`src/hw/rtl/rri_pkg.sv`:
```
// shared widths, constants and codes for the rtcp report interval pipeline
package rri_pkg;

  localparam int RANDOM_BITS_DEF = 16;

  localparam int CNT_W      = 16;
  localparam int BW_W       = 32;
  localparam int AVG_W      = 16;
  localparam int CFG_IDX_W  = 8;
  localparam int CFG_DATA_W = 32;

  // avg * n * 4e6 fits 54 bits, k * bw fits 34 bits
  localparam int NUM_W  = 54;
  localparam int DEN_W  = 34;
  // a base interval of 2^42 us or more always saturates the output
  localparam int BASE_W = 42;
  localparam int OUT_W  = 40;
  localparam int MIN_W  = 23;
  localparam int PROD_W = 32;

  localparam logic [MIN_W-1:0] MIN_US_FULL  = 23'd5000000;
  localparam logic [MIN_W-1:0] MIN_US_FIRST = 23'd2500000;

  localparam int NSCALE_W = 22;
  localparam logic [NSCALE_W-1:0] NUM_SCALE = 22'd4000000;

  // 100000 / 121828 reduced to 25000 / 30457
  localparam int SCALE_W = 15;
  localparam logic [SCALE_W-1:0] SCALE_K = 15'd25000;
  localparam int CDIV_W  = 15;
  localparam logic [CDIV_W-1:0] COMP_DIV = 15'd30457;

  // ceil(2^70 / 30457): multiply and shift gives the exact quotient below 2^55
  localparam int RECIP_SH = OUT_W + 2 * CDIV_W;
  localparam int RECIP_W  = 56;
  localparam logic [RECIP_W-1:0] COMP_RECIP =
    RECIP_W'(((128'd1 << RECIP_SH) + 128'(COMP_DIV) - 128'd1) / 128'(COMP_DIV));

  localparam logic [CFG_IDX_W-1:0] REG_SESSION_BW = 8'd0;
  localparam logic [CFG_IDX_W-1:0] REG_AVG_SIZE   = 8'd1;

  localparam logic [BW_W-1:0]  BW_RESET  = 32'd1;
  localparam logic [AVG_W-1:0] AVG_RESET = 16'd200;

  typedef enum logic [1:0] {
    SHARE_ALL,
    SHARE_SEND,
    SHARE_RECV
  } share_t;

endpackage

```
`src/hw/rtl/rri_front.sv`:
```
// front stages: bandwidth share selection, numerator and denominator products
module rri_front import rri_pkg::*; #(
  parameter int RANDOM_BITS = RANDOM_BITS_DEF,
  localparam int MW = RANDOM_BITS + SCALE_W + 1
) (
  input  logic                   clk,
  input  logic                   rst_n,
  input  logic                   en,
  input  logic                   in_valid,
  input  logic [CNT_W-1:0]       member_count,
  input  logic [CNT_W-1:0]       sender_count,
  input  logic                   we_sent,
  input  logic                   first_report,
  input  logic [RANDOM_BITS-1:0] random_fraction,
  input  logic [BW_W-1:0]        session_bw,
  input  logic [AVG_W-1:0]       avg_size,
  output logic                   out_valid,
  output logic [NUM_W-1:0]       out_num,
  output logic [DEN_W-1:0]       out_den,
  output logic                   out_first,
  output logic [MW-1:0]          out_mult
);

  localparam int RH_W = RANDOM_BITS + 1;

  share_t             share;
  logic [CNT_W-1:0]   n;
  logic [CNT_W+1:0]   senders_x4;
  logic [DEN_W-1:0]   bw_ext;
  logic [DEN_W-1:0]   den_nxt;
  logic [RH_W-1:0]    rh;

  logic               vld_a_r, vld_b_r;
  logic [PROD_W-1:0]  prod_r;
  logic [DEN_W-1:0]   den_a_r, den_b_r;
  logic               first_a_r, first_b_r;
  logic [MW-1:0]      mult_a_r, mult_b_r;
  logic [NUM_W-1:0]   num_r;

  assign senders_x4 = {sender_count, 2'b00};

  always_comb begin
    share = SHARE_ALL;
    n     = member_count;
    if ((sender_count != '0) && (senders_x4 < (CNT_W+2)'(member_count))) begin
      if (we_sent) begin
        share = SHARE_SEND;
        n     = sender_count;
      end else begin
        share = SHARE_RECV;
        n     = member_count - sender_count;
      end
    end
  end

  // zero bandwidth counts as one byte per second
  assign bw_ext = (session_bw == '0) ? DEN_W'(1) : DEN_W'(session_bw);

  always_comb begin
    unique case (share)
      SHARE_ALL:  den_nxt = bw_ext << 2;
      SHARE_SEND: den_nxt = bw_ext;
      SHARE_RECV: den_nxt = bw_ext + (bw_ext << 1);
      default:    den_nxt = bw_ext << 2;
    endcase
  end

  assign rh = RH_W'(random_fraction) + (RH_W'(1) << (RANDOM_BITS - 1));

  always_ff @(posedge clk) begin
    if (!rst_n) begin
      vld_a_r <= 1'b0;
      vld_b_r <= 1'b0;
    end else if (en) begin
      vld_a_r <= in_valid;
      vld_b_r <= vld_a_r;
    end
  end

  always_ff @(posedge clk) begin
    if (en) begin
      prod_r    <= PROD_W'(avg_size) * PROD_W'(n);
      den_a_r   <= den_nxt;
      first_a_r <= first_report;
      mult_a_r  <= MW'(rh) * MW'(SCALE_K);
      num_r     <= NUM_W'(prod_r) * NUM_W'(NUM_SCALE);
      den_b_r   <= den_a_r;
      first_b_r <= first_a_r;
      mult_b_r  <= mult_a_r;
    end
  end

  assign out_valid = vld_b_r;
  assign out_num   = num_r;
  assign out_den   = den_b_r;
  assign out_first = first_b_r;
  assign out_mult  = mult_b_r;

endmodule

```
`config.mk`:
```
export PLATFORM = sky130hd
export DESIGN_NAME = rri_front
export DESIGN_NICKNAME = d
export VERILOG_FILES = /design/src/hw/rtl/rri_pkg.sv /design/src/hw/rtl/rri_front.sv
export SDC_FILE = /design/constraint.sdc
export NUM_CORES = 2
export LEC_CHECK = 0
export BUFFER_PORTS_ARGS = -buffer_cell sky130_fd_sc_hd__buf_2
export CAP_MARGIN = 15
export CORE_MARGIN = 2
export CORE_UTILIZATION = 28
export DETAILED_ROUTE_END_ITERATION = 6
export SYNTH_ARGS = -nofsm -noshare
export SYNTH_HDL_FRONTEND = slang
export SYNTH_SLANG_ARGS = --single-unit
```
`constraint.sdc`:
```
create_clock -name clk -period 10.75 [get_ports clk]
set_input_delay 0.5375 -clock clk [delete_from_list [all_inputs] [get_ports clk]]
set_output_delay 0.5375 -clock clk [all_outputs]
set_load 0.1 [all_outputs]
```
==> Word level (Yosys, flattened, before mapping) <==
Index checks and enable logic that the tools add are counted.
W data, S select, Z words.
{ "classes": {"n_addsub": 3, "multipliers": 3, "order_cmp": 1, "n_eq_ne": 2, "mux": 6, "n_reduce_logical": 3} }
{ "ops": {"columns": ["op", "count"], "rows": [
  ["$pmux W34 S2", 1],
  ["$mul A32 B14 Y46 const B", 1],
  ["$add A32 B33 Y34", 1],
  ["$logic_not A32 Y1", 1],
  ["$mul A16 B16 Y32", 1],
  ["$mux W16", 2],
  ["$mux W32", 1],
  ["$mul A17 B12 Y29 const B", 1],
  ["$lt A18 B16 Y1", 1],
  ["$add A16 B16 Y17 const B", 1],
  ["$reduce_bool A16 Y1", 1],
  ["$sub A16 B16 Y16", 1],
  ["$mux W2", 2],
  ["$eq A2 B1 Y1 const B", 1],
  ["$eq A2 B2 Y1 const B", 1],
  ["$logic_and A1 B1 Y1", 1]
]} }
{ "totals": {"ff_bits": 208, "input_bits": 102, "output_inout_bits": 122, "word_cells": 28} }

==> Longest topological paths before layout <==
{ "depth": {"word_depth": 5, "ltp_mapped": 35, "ltp_nobuf": 34} }

==> Worst setup path after synthesis <==
No wires, ideal clock.
{ "synth_timing": {"kind": "input-to-reg", "start": "input sender_count[1]", "end": "register prod_r[31], data pin", "setup_time_ns": 0.262, "arrival_ns": 7.629, "t_required_ns": 10.488, "path_slack_ns": 2.859, "path_stages": 32, "n_path_buf": 1, "path_cell_list": "inv_1 -> ha_1 -> nor2b_1 -> o21ai_1 -> a21boi_1 -> o21a_1 -> o21a_1 -> o21a_1 -> or4b_1 -> a32oi_2 -> buf_4 -> nand2_1 -> fa_1 -> inv_1 -> fa_1 -> inv_1 -> fa_1 -> inv_1 -> fa_1 -> fa_1 -> inv_1 -> fa_1 -> inv_1 -> ha_1 -> and3_1 -> nand3_1 -> o31a_1 -> o211ai_1 -> nand4_1 -> a31oi_1 -> o221ai_1 -> xnor2_1"} }
{ "synth_via": {"elab_chain_len": 4, "elab_cells_between_ends": 7} }
{ "synth_lines": {"columns": ["element", "line_no", "text"], "rows": [
  ["start, declared", "rri_front.sv:11", "input logic [CNT_W-1:0] sender_count,"],
  ["$sub A16 B16 Y16, or another cell as far along", "rri_front.sv:51", "n = member_count - sender_count;"],
  ["$mux W16 / $logic_and A1 B1 Y1 (equally long branches)", "rri_front.sv:46, rri_front.sv:45", null],
  ["$mux W16 *", "rri_front.sv:45", "if ((sender_count != '0) && (senders_x4 < (CNT_W+2)'(member_count))) begin"],
  ["$mul A16 B16 Y32 *", "rri_front.sv:82", "prod_r <= PROD_W'(avg_size) * PROD_W'(n);"],
  ["end signal, assigned", "rri_front.sv:82", null],
  ["end, declared", "rri_front.sv:34", "logic [PROD_W-1:0] prod_r;"]
]} }
Every way passes the cells marked *; elsewhere a longest branch is shown, timed or not.
A chain may end at the register's enable or synchronous reset.

==> Worst setup path after layout <==
{ "layout_timing": {"start": "input sender_count[0]", "end": "register prod_r[31], data pin"} }
The elaborated chain is that of the path after synthesis.

==> metrics.md <==
| Metric | Value |
|---|---|
| Synthesized flop and latch total | 208 |
| Antenna-violating nets left | 0 |
| Hpwl dp | 57180 um |
| Initial drt markers | 949 |
| Setup crit start kind | input pin |
| Initial antenna violation count | 16 |
| Core Box Area | 0.1038 mm^2 |
| Distinct cell type count after synthesis | 90 |
| Endpoints failing hold | 0 |
| Routability congestion estimate | 0.8514 |
| CP most frequent cell | fa_1 |
| Final Setup Violations | 0 |
| First-pass GRT wire length | 111500 um |
| Port Buffer Count | 212 |
| Synth area leaders | fa_1, edfxtp_1, ha_1 |
| Tot GR Track Use | 12.83% |
| Share of cells above drive strength 1 | 9.758% |
| Clk buf depth | 3 |
| Synth async-reset ratio | 0% |
| Worst EP required | 11060 ps |
| Critical path's top delay family | adder cells |
| Inserted Clock Buffers | 24 |
| CP endpoint | prod_r[31] |
| FILL cells | 10.73k |
| Die Y | 327.9 um |
| Seq/Total Area, Yosys | 21.19% |
| Worst slew pin tran | 1086 ps |
| FF-to-FF path depth | 20 |
| Synth-to-layout area growth | 10.96% |
| CP startpoint | sender_count[0] |
| Post-synth top flop | edfxtp_1 |
| FF-to-FF setup slack | 4210 ps |
| Cells after Synth | 2974 |
| RR Endpoint | out_num[52] |
| WL met3 | 3281 um |
| Initial Util | 28.30% |
| Vias in the first global route | 20.49k |
| Crit end category | flip-flop |
| Htree depth | 1 |
| Clock sinks | 208 |
| IO Count | 224 |
| GRT Residual Overflow | 0 |
| Tcrit/Tclk final | 80.64% |
| Unrepaired setup endpoints after global routing | false |
| M1 WL | 33660 um |
| Crit Path Class | input pin to flip-flop |
| Worst path max stage delay | 780 ps |
| Hold-fix buffers, CTS | 0 |
| Vias/cell | 4.509 |
| Critical path arrival | 8980 ps |
| Die Area | 0.1075 mm^2 |
| Slew headroom | 27.21% |
| DR pass1 iterations | 5 |
| Crit path max fanout | 61 |
| Worst skew pair latency | 570 ps |
| Clock transition at path regs | 60 ps |
| Slowest library cell on the worst path | a32oi_2 |
| Number of synthesized flops with an enable pin | 206 |
| Fmax | 115.4 MHz |
| CTS tree | done |
| Minimum clock period after layout | 8669 ps |
| Met2 wire len | 30650 um |
| Setup TNS | 0 ps |
| Syn avg cell area | 9.878 um^2 |
| CTS resizes | 0 |
| Routed vias | 20.39k |
| Setup bufs post-CTS | 0 |
| Clk root buf | clkbuf_16 |
| Die W | 327.9 um |
| Nets@finish | 4020 |
| FP Rows | 118 |
| Outcome | finished, final reports clean |
| Count of pins over their slew limit | 0 |
| DR top layer | met5 |
| Clock skew | 35.09 ps |
| Netlist Area Pre-Place | 0.02938 mm^2 |
| Critical path depth | 33 |
| Synth top area share | 25.83% |
| Max_cap viols | 0 |
| FF-to-FF Start | prod_r[2] |
| Hold/Removal Path Class | input pin to flip-flop |
| Most frequent cells in the layout | inv_1, ha_1, fa_1, nand2_1, buf_2 |
| Yosys warns | 0 |
| DR DRC count | 0 |
| Yosys top cell by area | fa_1 |
| Final wirelength | 68770 um |
| Commonest non-fill, non-tap cell in the layout | inv_1 |
| Largest net degree at the start of global routing | 83 |
| CP bufs+invs | 7 |
| Wire per inst | 15.21 um |
[kinds of logic after synthesis]
group	count (synthesis)	share of synthesized area (%)
adders and majority gates	800	43.76
buffers and inverters	739	9.681
and+or+nand+nor	627	10.43
AOI/OAI and AO/OA	465	10.86
DFF	208	21.19
xor gates and xnor gates	119	3.548
muxes	15	0.5153
other	1	0.01277
[worst register-to-register path: stages, from the launching register on]
cell,delay (ps)
edfxtp_1,570
fa_1,550
inv_1,50
fa_1,500
fa_1,540
inv_1,50
fa_1,450
ha_1,290
inv_1,50
fa_1,500
inv_1,40
ha_1,390
nand3_1,140
nor4_1,410
o31ai_1,190
o22ai_1,440
a31oi_1,330
o21ai_0,310
o22ai_1,170
o21ai_0,240
xor2_1,100
[layer usage]
layer | up-vias | GRT usage, %
met5 | - | 0
met4 | 6 | 2.653
met3 | 69 | 1.854
met2 | 421 | 20.21
met1 | 9891 | 18.63
li1 | 10001 | -
[cell usage after synthesis (9+ instances only)]
| library cell | instances |
|---|---|
| a211oi_1 | 12 |
| a21o_1 | 65 |
| a21oi_1 | 130 |
| a21oi_2 | 10 |
| a31oi_1 | 16 |
| and2_1 | 106 |
| and3_1 | 9 |
| buf_2 | 16 |
| buf_4 | 13 |
| clkbuf_1 | 83 |
| edfxtp_1 | 206 |
| fa_1 | 379 |
| ha_1 | 421 |
| inv_1 | 623 |
| mux2i_1 | 14 |
| nand2_1 | 242 |
| nand2b_1 | 13 |
| nand3_1 | 43 |
| nand4_1 | 19 |
| nor2_1 | 94 |
| nor2b_1 | 34 |
| nor3_1 | 19 |
| nor4_1 | 15 |
| o211ai_1 | 15 |
| o21a_1 | 26 |
| o21ai_0 | 68 |
| o21bai_1 | 20 |
| o31a_1 | 15 |
| o31ai_1 | 12 |
| xnor2_1 | 78 |
| xor2_1 | 41 |
[worst min path at each step]
stage / start / end / slack [ps] / cells past startpoint
floorplan: den_a_r[0] / out_den[0] / 400 / 0
global placement: den_a_r[10] / out_den[10] / 400 / 0
detailed placement: den_a_r[16] / out_den[16] / 400 / 0
CTS: first_report / first_a_r / 130 / 1
global route: first_report / first_a_r / 150 / 1
finish: first_report / first_a_r / 170 / 1
[through the flow]
step	util, %	instance area [um^2]	setup slack, ps	hold slack (ps)	std cells
after floorplan	-	29410	2859	400.3	2984
after global placement	30.63	31790	1423	401.1	4471
after detailed placement	30.63	31790	1244	404.5	4471
after CTS	31.38	32570	1847	132.5	4515
after global routing	31.41	32600	1473	152.9	4522
final	31.41	32600	2081	166.8	4522
[state kept, by name, indices dropped and copies added, names as in the netlist]
name,count
out_first,1
out_num,46
out_mult,29
out_den,34
vld_a_r,1
first_a_r,1
out_valid,1
den_a_r,34
mult_a_r,29
prod_r,32
[cell type report]
type                            count  area [um^2]  share of cell area [%]
Antenna cell                        6        15.01                 0.04606
Inverter                          623         2338                   7.174
Timing Repair Buffer              224         1161                   3.562
Sequential cell                   208         6226                   19.10
Multi-Input combinational cell   2037        20340                   62.41
Tap cell                         1380         1727                   5.297
Clock inverter                     18        176.4                  0.5412
Clock buffer                       26        608.1                   1.865
Power is left out: the tool's default activity adds up to more than one toggle a clock period on the data nets, which glitch-free logic cannot reach.
